### src/rtl/core/dbsc_pkg.sv
// ----------------------------------------------------------------------------
// dbsc_pkg
// Shared widths, command and register codes and the configuration bundle of
// the round brush stamping canvas.
// ----------------------------------------------------------------------------
`default_nettype none

package dbsc_pkg;

    // request fields
    localparam int CMD_W  = 2;
    localparam int POS_W  = 11;
    localparam int PMAG_W = POS_W - 1;

    // configuration port
    localparam int IDX_W = 2;
    localparam int CFG_W = 9;
    localparam int DIM_W = 9;
    localparam int RAD_W = 6;
    localparam int RSQ_W = 2 * RAD_W;

    // brush scan arithmetic
    localparam int DX_W  = RAD_W + 1;
    localparam int SQ_W  = RSQ_W + 1;
    localparam int CRD_W = 12;
    localparam int MAG_W = CRD_W - 1;

    localparam int BYTE_W = 8;
    localparam logic [BYTE_W-1:0] BYTE_FULL = 8'hFF;
    localparam logic [BYTE_W-1:0] BYTE_NONE = 8'h00;

    localparam logic [CMD_W-1:0] CMD_DOT   = 2'd0;
    localparam logic [CMD_W-1:0] CMD_CLEAR = 2'd1;
    localparam logic [CMD_W-1:0] CMD_READ  = 2'd2;

    localparam logic [IDX_W-1:0] REG_WIDTH  = 2'd0;
    localparam logic [IDX_W-1:0] REG_HEIGHT = 2'd1;
    localparam logic [IDX_W-1:0] REG_RADIUS = 2'd2;

    localparam logic [DIM_W-1:0] WIDTH_RST  = 9'd256;
    localparam logic [DIM_W-1:0] HEIGHT_RST = 9'd256;
    localparam logic [RAD_W-1:0] RADIUS_RST = 6'd8;

    typedef struct packed {
        logic [DIM_W-1:0] eff_width;
        logic [DIM_W-1:0] eff_height;
        logic [RAD_W-1:0] radius;
        logic [RSQ_W-1:0] radius_sq;
        logic             wipe;
    } dbsc_cfg_t;

endpackage

`default_nettype wire

### src/rtl/core/dbsc_cfg.sv
// ----------------------------------------------------------------------------
// dbsc_cfg
// Configuration registers; saturates them to the build limits and flags
// a canvas wipe when the width or height register is written.
// ----------------------------------------------------------------------------
`default_nettype none

module dbsc_cfg #(
    parameter int MAX_WIDTH  = 256,
    parameter int MAX_HEIGHT = 256,
    parameter int MAX_RADIUS = 32
) (
    input  logic                        clk,
    input  logic                        rst_n,
    input  logic                        cfg_we,
    input  logic [dbsc_pkg::IDX_W-1:0]  cfg_index,
    input  logic [dbsc_pkg::CFG_W-1:0]  cfg_data,
    output dbsc_pkg::dbsc_cfg_t         cfg
);

    import dbsc_pkg::*;

    logic [DIM_W-1:0] width_reg;
    logic [DIM_W-1:0] height_reg;
    logic [RAD_W-1:0] radius_reg;
    logic [RAD_W-1:0] radius_sat;

    always_ff @(posedge clk or negedge rst_n)
    begin
        if (!rst_n)
        begin
            width_reg  <= WIDTH_RST;
            height_reg <= HEIGHT_RST;
            radius_reg <= RADIUS_RST;
        end
        else if (cfg_we)
        begin
            case (cfg_index)
                REG_WIDTH:  width_reg  <= DIM_W'(cfg_data);
                REG_HEIGHT: height_reg <= DIM_W'(cfg_data);
                REG_RADIUS: radius_reg <= RAD_W'(cfg_data);
                default:    ;
            endcase
        end
    end

    assign radius_sat = (int'(radius_reg) > MAX_RADIUS) ? RAD_W'(MAX_RADIUS) : radius_reg;

    always_comb
    begin
        cfg.eff_width  = (int'(width_reg) > MAX_WIDTH) ? DIM_W'(MAX_WIDTH) : width_reg;
        cfg.eff_height = (int'(height_reg) > MAX_HEIGHT) ? DIM_W'(MAX_HEIGHT) : height_reg;
        cfg.radius     = radius_sat;
        cfg.radius_sq  = RSQ_W'(radius_sat) * RSQ_W'(radius_sat);
        cfg.wipe       = cfg_we && (cfg_index inside {REG_WIDTH, REG_HEIGHT});
    end

endmodule

`default_nettype wire

### config.mk
export PLATFORM = sky130hd
export DESIGN_NAME = dbsc_cfg
export DESIGN_NICKNAME = d
export VERILOG_FILES = /design/src/rtl/core/dbsc_pkg.sv /design/src/rtl/core/dbsc_cfg.sv
export SDC_FILE = /design/constraint.sdc
export NUM_CORES = 1
export LEC_CHECK = 0
export BUFFER_PORTS_ARGS = -buffer_cell sky130_fd_sc_hd__buf_2
export CORE_UTILIZATION = 30
export CTS_CLUSTER_SIZE = 10
export DETAILED_ROUTE_END_ITERATION = 7
export MAX_ROUTING_LAYER = met4
export PLACE_DENSITY_LB_ADDON = 0.08
export SYNTH_ARGS = -nofsm -noshare
export SYNTH_HDL_FRONTEND = slang
export SYNTH_SLANG_ARGS = --single-unit
### constraint.sdc
create_clock -name clk -period 5.8 [get_ports clk]
set_input_delay 1.16 -clock clk [delete_from_list [all_inputs] [get_ports clk]]
set_output_delay 1.16 -clock clk [all_outputs]
set_load 0.02 [all_outputs]
* After elaboration in Yosys (flattened, before gate mapping) *
Index checks and enable logic that the tools add are counted.

storage, ports and cells
  word-level logic and storage cells = 18
  flip-flop bits (word level) = 24

operators by class
  equality and inequality tests = 2
  $mul = 1
  mux-type cells = 3
  $lt $le $gt $ge = 3
  reductions and logical operators = 6

operator list
  kind                                                  count
  greater-than comparator 9 bit, second input constant  2
  2-to-1 mux 9 bit                                      2
  multiplier 6 x 6 -> 12 bit                            1
  greater-than comparator 6 bit, second input constant  1
  2-to-1 mux 6 bit                                      1
  AND reduction 2 bit                                   3
  equality test 2 x 1 -> 1 bit, second input constant   1
  equality test 2 bit, second input constant            1
  zero test 2 bit                                       1
  nonzero test 2 bit                                    1
  logical AND 1 bit                                     1

* Depth between registers and ports, before layout *
Gate-level depths: netlist of the first run.

  word-level depth = 3
  mapped depth = 13
  mapped depth without buffers = 13

* Least setup slack after synthesis of the first run *
OpenSTA, ideal clock, no wires.

  path kind = reg-to-output
  start point = reg radius_reg[3]
  end point = out cfg[11] in the netlist's numbering
  slack = 0.822 ns
  cell stages (with the launch flop) = 12
  arrival = 3.818 ns
  path buffers = 0
  required time = 4.640 ns
  cells stage by stage = dfstp_2 > nor2b_1 > nand2_1 > fa_1 > fa_1 > inv_1 > fa_1 > ha_1 > nand3b_1 > a211oi_2 > a31oi_1 > xnor2_1

RTL lines
  element                 line            text
  start, declared         dbsc_cfg.sv:25  logic [RAD_W-1:0] radius_reg;
  start signal, assigned  dbsc_cfg.sv:41  REG_RADIUS: radius_reg <= RAD_W'(cfg_data);
  end, declared           dbsc_cfg.sv:18  output dbsc_pkg::dbsc_cfg_t cfg

==> summary.md, run 1 <==
| Metric | Value |
|---|---|
| Tmin final | `between 5 and 6 ns` |
| Clk sinks | `24` |
| Worst setup SP type | `flop` |
| Tot GR Track Use | `0.131` |
| Most used cell, CP | `fa_1` |
| DR vias/cell | `around 4.4` |
| Sequential fraction of the synthesis area | `0.343` |
| PwrDens | `394 mW/mm^2` |
| Post-synth cell types | `31` |
| Skew final | `0 ns` |
| Max incr delay on CP | `between 0.5 and 0.6 ns` |
| Yosys reg bits | `24` |
| Num CTS Buffers | `3` |
| Status | `finished clean` |
| Drt first pass iters | `4` |
| Vias | `between 1000 and 1500` |
| XOR/XNOR Fraction of Synth Area | `0.0397` |
| Resized cells post-CTS | `0` |
| Post-Layout Cell Count | `around 280` |
| Core Footprint | `0.00557 sq mm` |
| Setup slack after layout | `about 0.63 ns` |
| Mapped Area | `about 0.0018 sq mm` |
| Post-DP HPWL | `2970 um` |
| DIE WIDTH | `slightly below 80 um` |
| Largest family of logic cells by synthesized area | `adder cells` |
| Critical path cell sequence | `nor2b_1, nand2_1, fa_1, fa_1, inv_1, fa_1, ha_1, nand3b_1, a211oi_2, a31oi_1, xnor2_1, buf_2` |
| Layout cell share with drive strength beyond 1 | `0.426` |
| Design area | `approximately 0.0021 sq mm` |
| Hold Vio Cnt, Final | `0` |
| # Post-CTS Setup Buffers | `0` |
| Number of fill cells | `a little under 600` |
| Dpl cells | `approximately 270` |
| Dpl ws | `about 0.87 ns` |
| Largest net degree at the start of global routing | `25` |
| Final hold slack | `0.503 ns` |
| Cts hold-fix bufs | `0` |
| Static Leak | `~1.1 nW` |
| Final wirelength | `3710 um` |
| PnR Total Power | `roughly 0.83 mW` |
| Critical path buffer and inverter count | `2` |
| Slew @ Worst Pin | `0.540 ns` |
| Final Max Tran Viols | `0` |
| Vias in the first global route | `roughly 1200` |
| Global placer's final weighted congestion | `around 0.82` |
| Final setup TNS | `0 ns` |
| Max-Cap Viols | `0` |
| Post-route ant nets | `0` |
| Clock root cell | `clkbuf_8` |
| Complex-gate fraction of the synthesized area | `0.0397` |
| Worst skew pair latency | `approximately 0.26 ns` |
| DRC Markers | `0` |
| Post-Synth Simple-Gate Area | `0.170` |
| Synth area leaders | `dfrtp_1 30%, mux2_2 9.6%, fa_1 9.1%` |
| Routed WL per cell | `between 10 and 15 um` |
| Initial antenna violation count | `0` |
| DRT iter0 DRCs | `15` |
| Most area-hungry cell type in the Yosys netlist | `dfrtp_1` |
| Peak supply drop | `0.227 mV` |
| FMAX | `just under 200 MHz` |
| Global-route wire length before repair | `a little over 6000 um` |
| # IOs | `between 50 and 60` |
| Mapped Avg Cell Area | `about 11 sq um` |
| Hold Path Class | `flop to flop` |
| Synth Instances | `between 150 and 200` |
| GR Overflow Total | `0` |
| Top-area cell type share of the netlist area | `0.298` |
| # port buffers | `49` |
| Synth-to-Final Area Change | `19.9%` |
| Critical path class | `flop to output pin` |
| H-tree depth | `1` |
| Req. time, crit path | `approximately 4.6 ns` |
| Final setup fails | `0` |
| Nets | `about 240` |
| Multi-input gate area | `around 0.0011 sq mm` |
| Clock transition at the registers of the reported paths | `0.08 ns` |
| TritonCTS clock tree | `yes` |
| Register area | `604 sq um` |
| Antenna cells | `0` |
| Crit path max fanout | `8` |
| RSZ-0062 raised after global routing | `false` |
| Critical Path End Type | `output pin` |
| Longest Clk Path Bufs | `2` |
| Slowest-stage cell, CP | `fa_1` |
| Die area | `0.00619 sq mm` |
| Mux share of post-synthesis cell area | `0.172` |
| Rows | `27` |
| Placed Area | `between 0.002 and 0.0025 sq mm` |
| Worst relative slew slack | `0.640` |
| Fin util | `0.380` |
| Post-Synth Adder-Cell Area | `0.176` |
| Critical Path AT | `about 4 ns` |
| CP top delay family | `adder cells` |
| Die Y-Extent | `78.7 um` |
| Starting Density | `0.316` |
| Tcrit/Tclk final | `0.891` |
| Synth warnings | `0` |
==> power breakdown <==
group / switching, mW / total [mW] / internal [mW]
sequential: 0.0299 / 0.232 / 0.202
combinational: 0.284 / 0.489 / 0.206
clock: 0.0519 / 0.112 / 0.0605
==> cell families after synthesis <==
group	count (synthesis)
AO/OA/AOI/OAI	10
XOR/XNOR	8
adder cells (fa/ha/maj)	20
buffers and inverters	20
flip-flops	24
multiplexers	24
other	2
AND/OR/NAND/NOR	47
==> Yosys cell counts (all sizes together) <==
| cell | number |
|---|---|
| fa | 8 |
| dfrtp | 21 |
| nand2b | 1 |
| xnor2 | 4 |
| inv | 12 |
| buf | 3 |
| a21oi | 3 |
| nand3 | 1 |
| nand2 | 5 |
| a31oi | 1 |
| a21o | 3 |
| dfstp | 3 |
| a31o | 1 |
| o21ai | 1 |
| xor2 | 4 |
| a211oi | 1 |
| nor2b | 26 |
| mux2 | 24 |
| conb | 2 |
| clkbuf | 5 |
| nor3 | 2 |
| nand3b | 2 |
| nor2 | 3 |
| ha | 12 |
| and2 | 7 |
==> routing by layer <==
| layer | global-route usage | routed length (um) | vias to the layer above |
|---|---|---|---|
| met2 | 0.234 | 1900 | 28 |
| met4 | 0.0333 | 20 | 0 |
| met5 | - | 0 | - |
| met1 | 0.158 | 1660 | 595 |
| met3 | 0.0116 | 137 | 2 |
| li1 | - | - | 592 |
==> final timing paths <==
kind	from	endpoint	slack, ns	cells past startpoint
worst max-delay path	radius_reg[5]$_DFFE_PN0P_	cfg[11]	0.63	12
worst max register to register	height_reg[8]$_DFFE_PN1P_	height_reg[8]$_DFFE_PN1P_	4.86	1
worst min-delay path	radius_reg[1]$_DFFE_PN0P_	radius_reg[1]$_DFFE_PN0P_	0.50	1
worst min register to register	radius_reg[1]$_DFFE_PN0P_	radius_reg[1]$_DFFE_PN0P_	0.50	1
max in group asynchronous	rst_n	radius_reg[3]$_DFFE_PN1P_	4.56	1
min in group asynchronous	rst_n	height_reg[6]$_DFFE_PN0P_	0.87	1
==> layout make-up <==
cell class,instances,share of cell area
multi-input cells,115,0.509
flip-flops and latches,24,0.286
repair buffers,49,0.116
well taps,72,0.0426
clock buffers,4,0.0260
inverters,12,0.0213
==> layout by cell type (no fill, tap or decap) <==
cell type,instances
o21ai_1,1
nand2_2,1
ha_1,12
dfrtp_1,21
nor2_1,3
clkbuf_8,4
nor3_1,1
mux2_2,15
a21o_1,3
nand2_1,4
mux2_4,9
nand3b_2,1
a31oi_1,1
nor2b_1,24
and2_1,7
nor3_2,1
nand2b_1,1
nand3_1,1
a31o_2,1
xor2_1,4
buf_2,49
nand3b_1,1
dfstp_2,3
nor2b_4,2
fa_1,8
inv_1,12
conb_1,6
a211oi_2,1
a21oi_1,3
xnor2_1,4
(Power assumes the default switching activity.)
==> run 2, diff against run 1 <==
- ABC_AREA: default -> 1
- CORE_UTILIZATION: 30 -> 40
==> summary.md, run 2 <==
| Metric | Value |
|---|---|
| Status | `finished, violations left (was finished clean)` |
| Failing checks | `DRC` |
| Ys flop type | `dfrtp_1 (unchanged)` |
| Max incr delay on CP | `0.55 ns (about the same)` |
| Mapped Area | `0.00193 sq mm (was 0.00176 sq mm)` |
| Clock transition at the registers of the reported paths | `0.09 ns (was 0.08 ns)` |
| Most common cell after layout, fill and taps aside | `inv_1 (was buf_2)` |
| TritonCTS clock tree | `yes (unchanged)` |
| Final Max Tran Viols | `0 (unchanged)` |
| Final setup TNS | `0 ns (unchanged)` |
| Clock Power Share | `0.193 (was 0.135)` |
| Final wirelength | `3870 um (was 3710 um)` |
| Global placer's final weighted congestion | `0.815 (was 0.819)` |
| Synth-to-Final Area Change | `17.3% (was 19.9%)` |
| Post-Synth Simple-Gate Area | `0.237 (was 0.170)` |
| Post-route ant nets | `0 (unchanged)` |
| Post-synth cell types | `24 (was 31)` |
| # port buffers | `49 (unchanged)` |
| Mapped Avg Cell Area | `7.41 sq um (was 11.4 sq um)` |
| Resized cells post-CTS | `0 (unchanged)` |
| Hold Vio Cnt, Final | `0 (unchanged)` |
| Crit path max fanout | `6 (was 8)` |
| Largest family of logic cells by synthesized area | `simple AND/OR/NAND/NOR gates (was adder cells)` |
| Tmin final | `4.97 ns (was 5.17 ns)` |
| Topmost layer with routed signal wires | `met4 (unchanged)` |
| Clk sinks | `24 (unchanged)` |
| Worst skew pair latency | `0.26 ns (about the same)` |
| Longest Clk Path Bufs | `2 (unchanged)` |
| Die Y-Extent | `71.4 um (was 78.7 um)` |
| Max-Cap Viols | `0 (unchanged)` |
| Sw frac | `0.437 (was 0.438)` |
| # IOs | `51 (unchanged)` |
| Peak supply drop | `0.159 mV (was 0.227 mV)` |
| Clock root cell | `clkbuf_8 (unchanged)` |
| DRC Markers | `2 (was 0)` |
| Most common cell in the netlist | `inv_1 (was nor2b_1)` |
| DIE WIDTH | `71.4 um (was 78.7 um)` |
| Most used cell, CP | `nand2_1 (was fa_1)` |
| Req. time, crit path | `4.64 ns (about the same)` |
| Critical Path End Type | `output pin (unchanged)` |
| Die area | `0.00510 sq mm (was 0.00619 sq mm)` |
| Number of fill cells | `481 (was 591)` |
| Layout cell share with drive strength beyond 1 | `0.261 (was 0.426)` |
| Num CTS Buffers | `3 (unchanged)` |
| Worst relative slew slack | `0.655 (was 0.640)` |
| Core Footprint | `0.00450 sq mm (was 0.00557 sq mm)` |
| Asr flop ratio synth | `1.00 (unchanged)` |
| H-tree depth | `1 (unchanged)` |
| PwrDens | `337 mW/mm^2 (was 394 mW/mm^2)` |
| Vias | `1606 (was 1217)` |
| Most common library cells after synthesis | `59 x inv_1, 56 x nand2_1, 37 x nor2_1 (was 24 x nor2b_1, 21 x dfrtp_1, 15 x mux2_2)` |
| Critical Path AT | `3.81 ns (was 4.01 ns)` |
| XOR/XNOR Fraction of Synth Area | `0.0227 (was 0.0397)` |
| Synth area leaders | `dfrtp_1 27%, inv_1 11%, nand2_1 11% (was dfrtp_1 30%, mux2_2 9.6%, fa_1 9.1%)` |
| FMAX | `201 MHz (was 193 MHz)` |
| GR Overflow Total | `0 (unchanged)` |
| Drt first pass iters | `6 (was 4)` |
| Starting Density | `0.428 (was 0.316)` |
| Met2 WL post-DR | `1940 um (was 1900 um)` |
| Largest net degree at the start of global routing | `25 (unchanged)` |
| Critical path class | `flop to output pin (unchanged)` |
| # Post-CTS Setup Buffers | `0 (unchanged)` |
| Tcrit/Tclk final | `0.856 (was 0.891)` |
| DR vias/cell | `4.47 (was 4.41)` |
| Setup slack after layout | `0.834 ns (was 0.631 ns)` |
| DR WL met3 | `112 um (was 137 um)` |
| RSZ-0062 raised after global routing | `false (unchanged)` |
| Global-route wire length before repair | `7140 um (was 6090 um)` |
| Rows | `24 (was 27)` |
| Most area-hungry cell type in the Yosys netlist | `dfrtp_1 (unchanged)` |
| Dpl ws | `1.12 ns (was 0.868 ns)` |
| Synth Instances | `260 (was 155)` |
| Routed WL per cell | `10.8 um (was 13.4 um)` |
| Fin util | `0.502 (was 0.380)` |
| Hold Path Class | `flop to flop (unchanged)` |
| Static Leak | `1.36 nW (was 1.08 nW)` |
| Sequential fraction of the synthesis area | `0.314 (was 0.343)` |
| Switching pwr | `0.332 mW (was 0.365 mW)` |
| Seq pwr share | `0.289 (was 0.279)` |
| Cts hold-fix bufs | `0 (unchanged)` |
| Combinational Power Share | `0.517 (was 0.587)` |
| Initial antenna violation count | `0 (unchanged)` |
| M1 WL | `1750 um (was 1660 um)` |
| Post-Synth Adder-Cell Area | `0.161 (was 0.176)` |
| Worst setup SP type | `flop (unchanged)` |
| DRT iter0 DRCs | `37 (was 15)` |
| Yosys reg bits | `24 (unchanged)` |
| Critical path cell sequence | `inv_1, nor2_1, nand2_1, fa_1, fa_1, inv_1, fa_1, ha_1, nand3_1, nand2_1, nand2_1, nand2_1, nand2_1, nand2_1, buf_2 (was nor2b_1, nand2_1, fa_1, fa_1, inv_1, fa_1, ha_1, nand3b_1, a211oi_2, a31oi_1, xnor2_1, buf_2)` |
| Nets | `342 (was 239)` |
| Number of flops mapped to enable cells by yosys | `0 (unchanged)` |
| Complex-gate fraction of the synthesized area | `0.112 (was 0.0397)` |
| Post-DP HPWL | `3230 um (was 2970 um)` |
| Most frequent cells in the layout | `59 x inv_1, 56 x nand2_1, 49 x buf_2, 37 x nor2_1, 21 x dfrtp_1 (was 49 x buf_2, 24 x nor2b_1, 21 x dfrtp_1, 15 x mux2_2)` |
| Top-area cell type share of the netlist area | `0.273 (was 0.298)` |
| Slew @ Worst Pin | `0.517 ns (was 0.540 ns)` |
| Skew final | `0 ns (unchanged)` |
| Antenna cells | `0 (unchanged)` |
| Synth warnings | `0 (unchanged)` |
| Slowest-stage cell, CP | `dfstp_2 (was fa_1)` |
| Internal Power | `0.428 mW (was 0.468 mW)` |
| Final setup fails | `0 (unchanged)` |
| Tot GR Track Use | `0.185 (was 0.131)` |
| Mux share of post-synthesis cell area | `0 (was 0.172)` |
| Vias in the first global route | `1598 (was 1233)` |
-- run 2: changes by cell type in the layout (fill, tap and decap cells not counted), sizes merged, moves of 7 or more --
cell | previous run | this run
o21ai | 1 | 25
nand2 | 5 | 60
inv | 12 | 60
and2 | 7 | 0
mux2 | 24 | 0
nand3 | 1 | 11
nor2 | 3 | 38
nor2b | 26 | 0
-- run 2: final timing paths --
| check | end | slack [ns] | startpoint | depth (start not counted) |
|---|---|---|---|---|
| max | cfg[11] | 0.83 | radius_reg[3]$_DFFE_PN1P_ | 15 |
| min | radius_reg[3]$_DFFE_PN1P_ | 0.49 | radius_reg[3]$_DFFE_PN1P_ | 2 |
| max reg2reg | radius_reg[5]$_DFFE_PN0P_ | 5.02 | radius_reg[5]$_DFFE_PN0P_ | 2 |
| min reg2reg | radius_reg[3]$_DFFE_PN1P_ | 0.49 | radius_reg[3]$_DFFE_PN1P_ | 2 |
| max in group asynchronous | radius_reg[3]$_DFFE_PN1P_ | 4.58 | rst_n | 1 |
| min in group asynchronous | height_reg[5]$_DFFE_PN0P_ | 0.85 | rst_n | 1 |
-- run 2: kinds of logic after synthesis --
group | after synthesis
buf+inv | 70
fa+ha+maj | 20
other cells | 2
compound gates | 29
simple gates | 110
flops | 24
xor+xnor | 5
-- run 2: area by class of cell --
class / count / area (sq um) / area share
repair buffers: 49 / 245 / 0.109
well taps: 52 / 65.1 / 0.0288
inverters: 60 / 225 / 0.0997
multi-input cells: 170 / 1050 / 0.464
flip-flops and latches: 24 / 604 / 0.267
clock inverters: 1 / 30.0 / 0.0133
clock buffers: 3 / 41.3 / 0.0183
-- run 2: power by group through the flow --
stage                     Clock [mW]  Sequential [mW]  Combinational (mW)
after floorplan                    0            0.216               0.302
after global placement             0            0.223               0.395
after CTS                      0.150            0.220               0.400
final                          0.147            0.220               0.394
after global routing           0.156            0.225               0.453
after detailed placement           0            0.223               0.398
-- run 2: through the flow --
step	cells	power [mW]	cell area, sq um	hold slack [ns]
3_5_place_dp	355	0.621	2190	0.470
2_1_floorplan	264	0.517	1940	0.453
3_3_place_gp	355	0.618	2190	0.468
4_1_cts	359	0.771	2260	0.489
6_report	359	0.761	2260	0.490
5_1_grt	359	0.834	2260	0.513
-- run 2: worst max-delay path, delay by kind of cell (launching register included) --
| family | cells | cell delay, ns |
|---|---|---|
| AND/OR/NAND/NOR | 8 | 0.85 |
| adder cells (fa/ha/maj) | 4 | 1.86 |
| flip-flops | 1 | 0.55 |
| buffers and inverters | 3 | 0.27 |
-- run 2: per-layer routing --
metal	vias to the layer above	GRT usage
met4	0	0.0667
met2	43	0.319
met3	5	0.0127
met1	701	0.229
li1	857	-
met5	-	-
==> run 3, diff against run 2 <==
- CTS_BUF_LIST: default -> sky130_fd_sc_hd__clkbuf_16
==> summary.md, run 3 (synthesized netlist as in run 2, its figures left out) <==
| Metric | Value |
|---|---|
| Status | `finished, violations left (unchanged)` |
| Failing checks | `DRC (unchanged)` |
| Post-DP HPWL | `3230 um (unchanged)` |
| CP top delay family | `adder cells (unchanged)` |
| FF-to-FF Start | `radius_reg[5]$_DFFE_PN0P_ (unchanged)` |
| Tcrit/Tclk final | `0.852 (was 0.856)` |
| PwrDens | `353 mW/mm^2 (was 337 mW/mm^2)` |
| Reg-to-reg slack, setup | `5.03 ns (was 5.02 ns)` |
| Cts hold-fix bufs | `0 (unchanged)` |
| Most frequent cells in the layout | `59 x inv_1, 56 x nand2_1, 49 x buf_2, 37 x nor2_1, 21 x dfrtp_1 (unchanged)` |
| Clock root cell | `clkbuf_16 (was clkbuf_8)` |
| Slew @ Worst Pin | `0.521 ns (was 0.517 ns)` |
| Global placer's final weighted congestion | `0.815 (unchanged)` |
| GR Overflow Total | `0 (unchanged)` |
| Worst relative slew slack | `0.652 (was 0.655)` |
| # IOs | `51 (unchanged)` |
| Max incr delay on CP | `0.55 ns (about the same)` |
| Slowest-stage cell, CP | `fa_1 (was dfstp_2)` |
| Routed WL per cell | `10.8 um (about the same)` |
| Worst skew pair latency | `0.25 ns (was 0.26 ns)` |
| Hold Path Sink | `radius_reg[3]$_DFFE_PN1P_ (unchanged)` |
| Clock Power Share | `0.241 (was 0.193)` |
| Tmin final | `4.94 ns (was 4.97 ns)` |
| Nets | `342 (unchanged)` |
| Final wirelength | `3880 um (was 3870 um)` |
| Rows | `24 (unchanged)` |
| Setup slack after layout | `0.861 ns (was 0.834 ns)` |
| M1 WL | `1760 um (was 1750 um)` |
| Critical path class | `flop to output pin (unchanged)` |
| DR WL met3 | `111 um (was 112 um)` |
| Vias | `1610 (was 1606)` |
| Largest net degree at the start of global routing | `25 (unchanged)` |
| FMAX | `202 MHz (was 201 MHz)` |
| Final hold slack | `0.485 ns (was 0.490 ns)` |
| Most used cell, CP | `nand2_1 (unchanged)` |
| DRC Markers | `2 (unchanged)` |
| Met2 WL post-DR | `1980 um (was 1940 um)` |
| Global-route wire length before repair | `7180 um (was 7140 um)` |
| Die area | `0.00510 sq mm (unchanged)` |
| Seq pwr share | `0.272 (was 0.289)` |
| TritonCTS clock tree | `yes (unchanged)` |
| Peak supply drop | `0.153 mV (was 0.159 mV)` |
| Clock transition at the registers of the reported paths | `0.06 ns (was 0.09 ns)` |
| Resized cells post-CTS | `0 (unchanged)` |
| Hold path depth | `2 (unchanged)` |
| Post-route ant nets | `0 (unchanged)` |
| DRT iter0 DRCs | `37 (unchanged)` |
| FF-to-FF End | `radius_reg[5]$_DFFE_PN0P_ (unchanged)` |
| Hold Path Class | `flop to flop (unchanged)` |
| Max-Cap Viols | `0 (unchanged)` |
| Critical Path AT | `3.78 ns (was 3.81 ns)` |
| Num CTS Buffers | `3 (unchanged)` |
| Synth-to-Final Area Change | `19.0% (was 17.3%)` |
| Switching pwr | `0.336 mW (was 0.332 mW)` |
| Final setup TNS | `0 ns (unchanged)` |
| Internal Power | `0.473 mW (was 0.428 mW)` |
| Static Leak | `1.37 nW (was 1.36 nW)` |
| Critical path cell sequence | `inv_1, nor2_1, nand2_1, fa_1, fa_1, inv_1, fa_1, ha_1, nand3_1, nand2_1, nand2_1, nand2_1, nand2_1, nand2_1, buf_2 (unchanged)` |
| DIE WIDTH | `71.4 um (unchanged)` |
| Final setup fails | `0 (unchanged)` |
| Initial antenna violation count | `0 (unchanged)` |
| Clk sinks | `24 (unchanged)` |
| Worst Hold Launch | `radius_reg[3]$_DFFE_PN1P_ (unchanged)` |
| Critical Path End Type | `output pin (unchanged)` |
| Critical path buffer and inverter count | `3 (unchanged)` |
| Tot GR Track Use | `0.185 (about the same)` |
| Drt first pass iters | `6 (unchanged)` |
| Antenna cells | `0 (unchanged)` |
| Longest Clk Path Bufs | `2 (unchanged)` |
| Final Max Tran Viols | `0 (unchanged)` |
| Core Footprint | `0.00450 sq mm (unchanged)` |
| Die Y-Extent | `71.4 um (unchanged)` |
| Layout cell share with drive strength beyond 1 | `0.261 (unchanged)` |
| Req. time, crit path | `4.64 ns (about the same)` |
| # port buffers | `49 (unchanged)` |
| Vias in the first global route | `1610 (was 1598)` |
| Dpl ws | `1.12 ns (unchanged)` |
| Sw frac | `0.415 (was 0.437)` |
| # Post-CTS Setup Buffers | `0 (unchanged)` |
| Worst setup SP type | `flop (unchanged)` |
| Combinational Power Share | `0.486 (was 0.517)` |
| DR vias/cell | `4.48 (was 4.47)` |
| Skew final | `0 ns (unchanged)` |
| Crit path max fanout | `6 (unchanged)` |
| Starting Density | `0.428 (unchanged)` |
| Most common cell after layout, fill and taps aside | `inv_1 (unchanged)` |
| PnR Total Power | `0.809 mW (was 0.761 mW)` |
| Hold Vio Cnt, Final | `0 (unchanged)` |
| H-tree depth | `1 (unchanged)` |
| Number of fill cells | `477 (was 481)` |
| RSZ-0062 raised after global routing | `false (unchanged)` |
| Topmost layer with routed signal wires | `met4 (unchanged)` |
| Worst reg-to-reg path cell count | `2 (unchanged)` |
-- run 3: cell types whose count changed in the layout (fill, tap and decap cells not counted) --
cell / before / now
clkbuf_16: 0 / 3
clkbuf_8: 3 / 0
-- run 3: power groups by stage --
| stage | clock (mW) | sequential (mW) | combinational (mW) |
|---|---|---|---|
| after CTS | 0.199 | 0.221 | 0.400 |
| final | 0.195 | 0.220 | 0.393 |
| after global placement | 0 | 0.223 | 0.395 |
| after global routing | 0.207 | 0.225 | 0.453 |
| after detailed placement | 0 | 0.223 | 0.398 |
| after floorplan | 0 | 0.216 | 0.302 |
-- run 3: worst max path at each step --
stage,end,from,cells past startpoint
after floorplan,cfg[8],radius_reg[3]$_DFFE_PN1P_,13
after global placement,cfg[8],radius_reg[3]$_DFFE_PN1P_,14
after detailed placement,cfg[11],radius_reg[3]$_DFFE_PN1P_,15
after CTS,cfg[11],radius_reg[3]$_DFFE_PN1P_,15
after global routing,cfg[11],radius_reg[3]$_DFFE_PN1P_,15
final,cfg[11],radius_reg[3]$_DFFE_PN1P_,15
-- run 3: cell type report --
class                           instances  area, sq um  share of cell area
Multi-Input combinational cell        170         1050               0.457
Sequential cell                        24          604               0.264
Timing Repair Buffer                   49          245               0.107
Inverter                               60          225              0.0982
Clock buffer                            3         75.1              0.0327
Tap cell                               52         65.1              0.0284
Clock inverter                          1         30.0              0.0131
-- run 3: stage by stage --
stage,instances,util,area (sq um)
after floorplan,264,-,1940
final,359,0.509,2290
after global placement,355,0.486,2190
after CTS,359,0.509,2290
after detailed placement,355,0.486,2190
after global routing,359,0.509,2290
-- run 3: layer usage --
metal	vias to the layer above	global-route usage
met3	2	0.0127
met2	39	0.320
li1	856	-
met4	0	0.0600
met1	713	0.232
met5	-	-
-- run 3: worst reg2reg max path: stages, from the launching register on --
cell	delay [ns]
dfrtp_1	0.47
nand2_1	0.10
o21ai_1	0.07
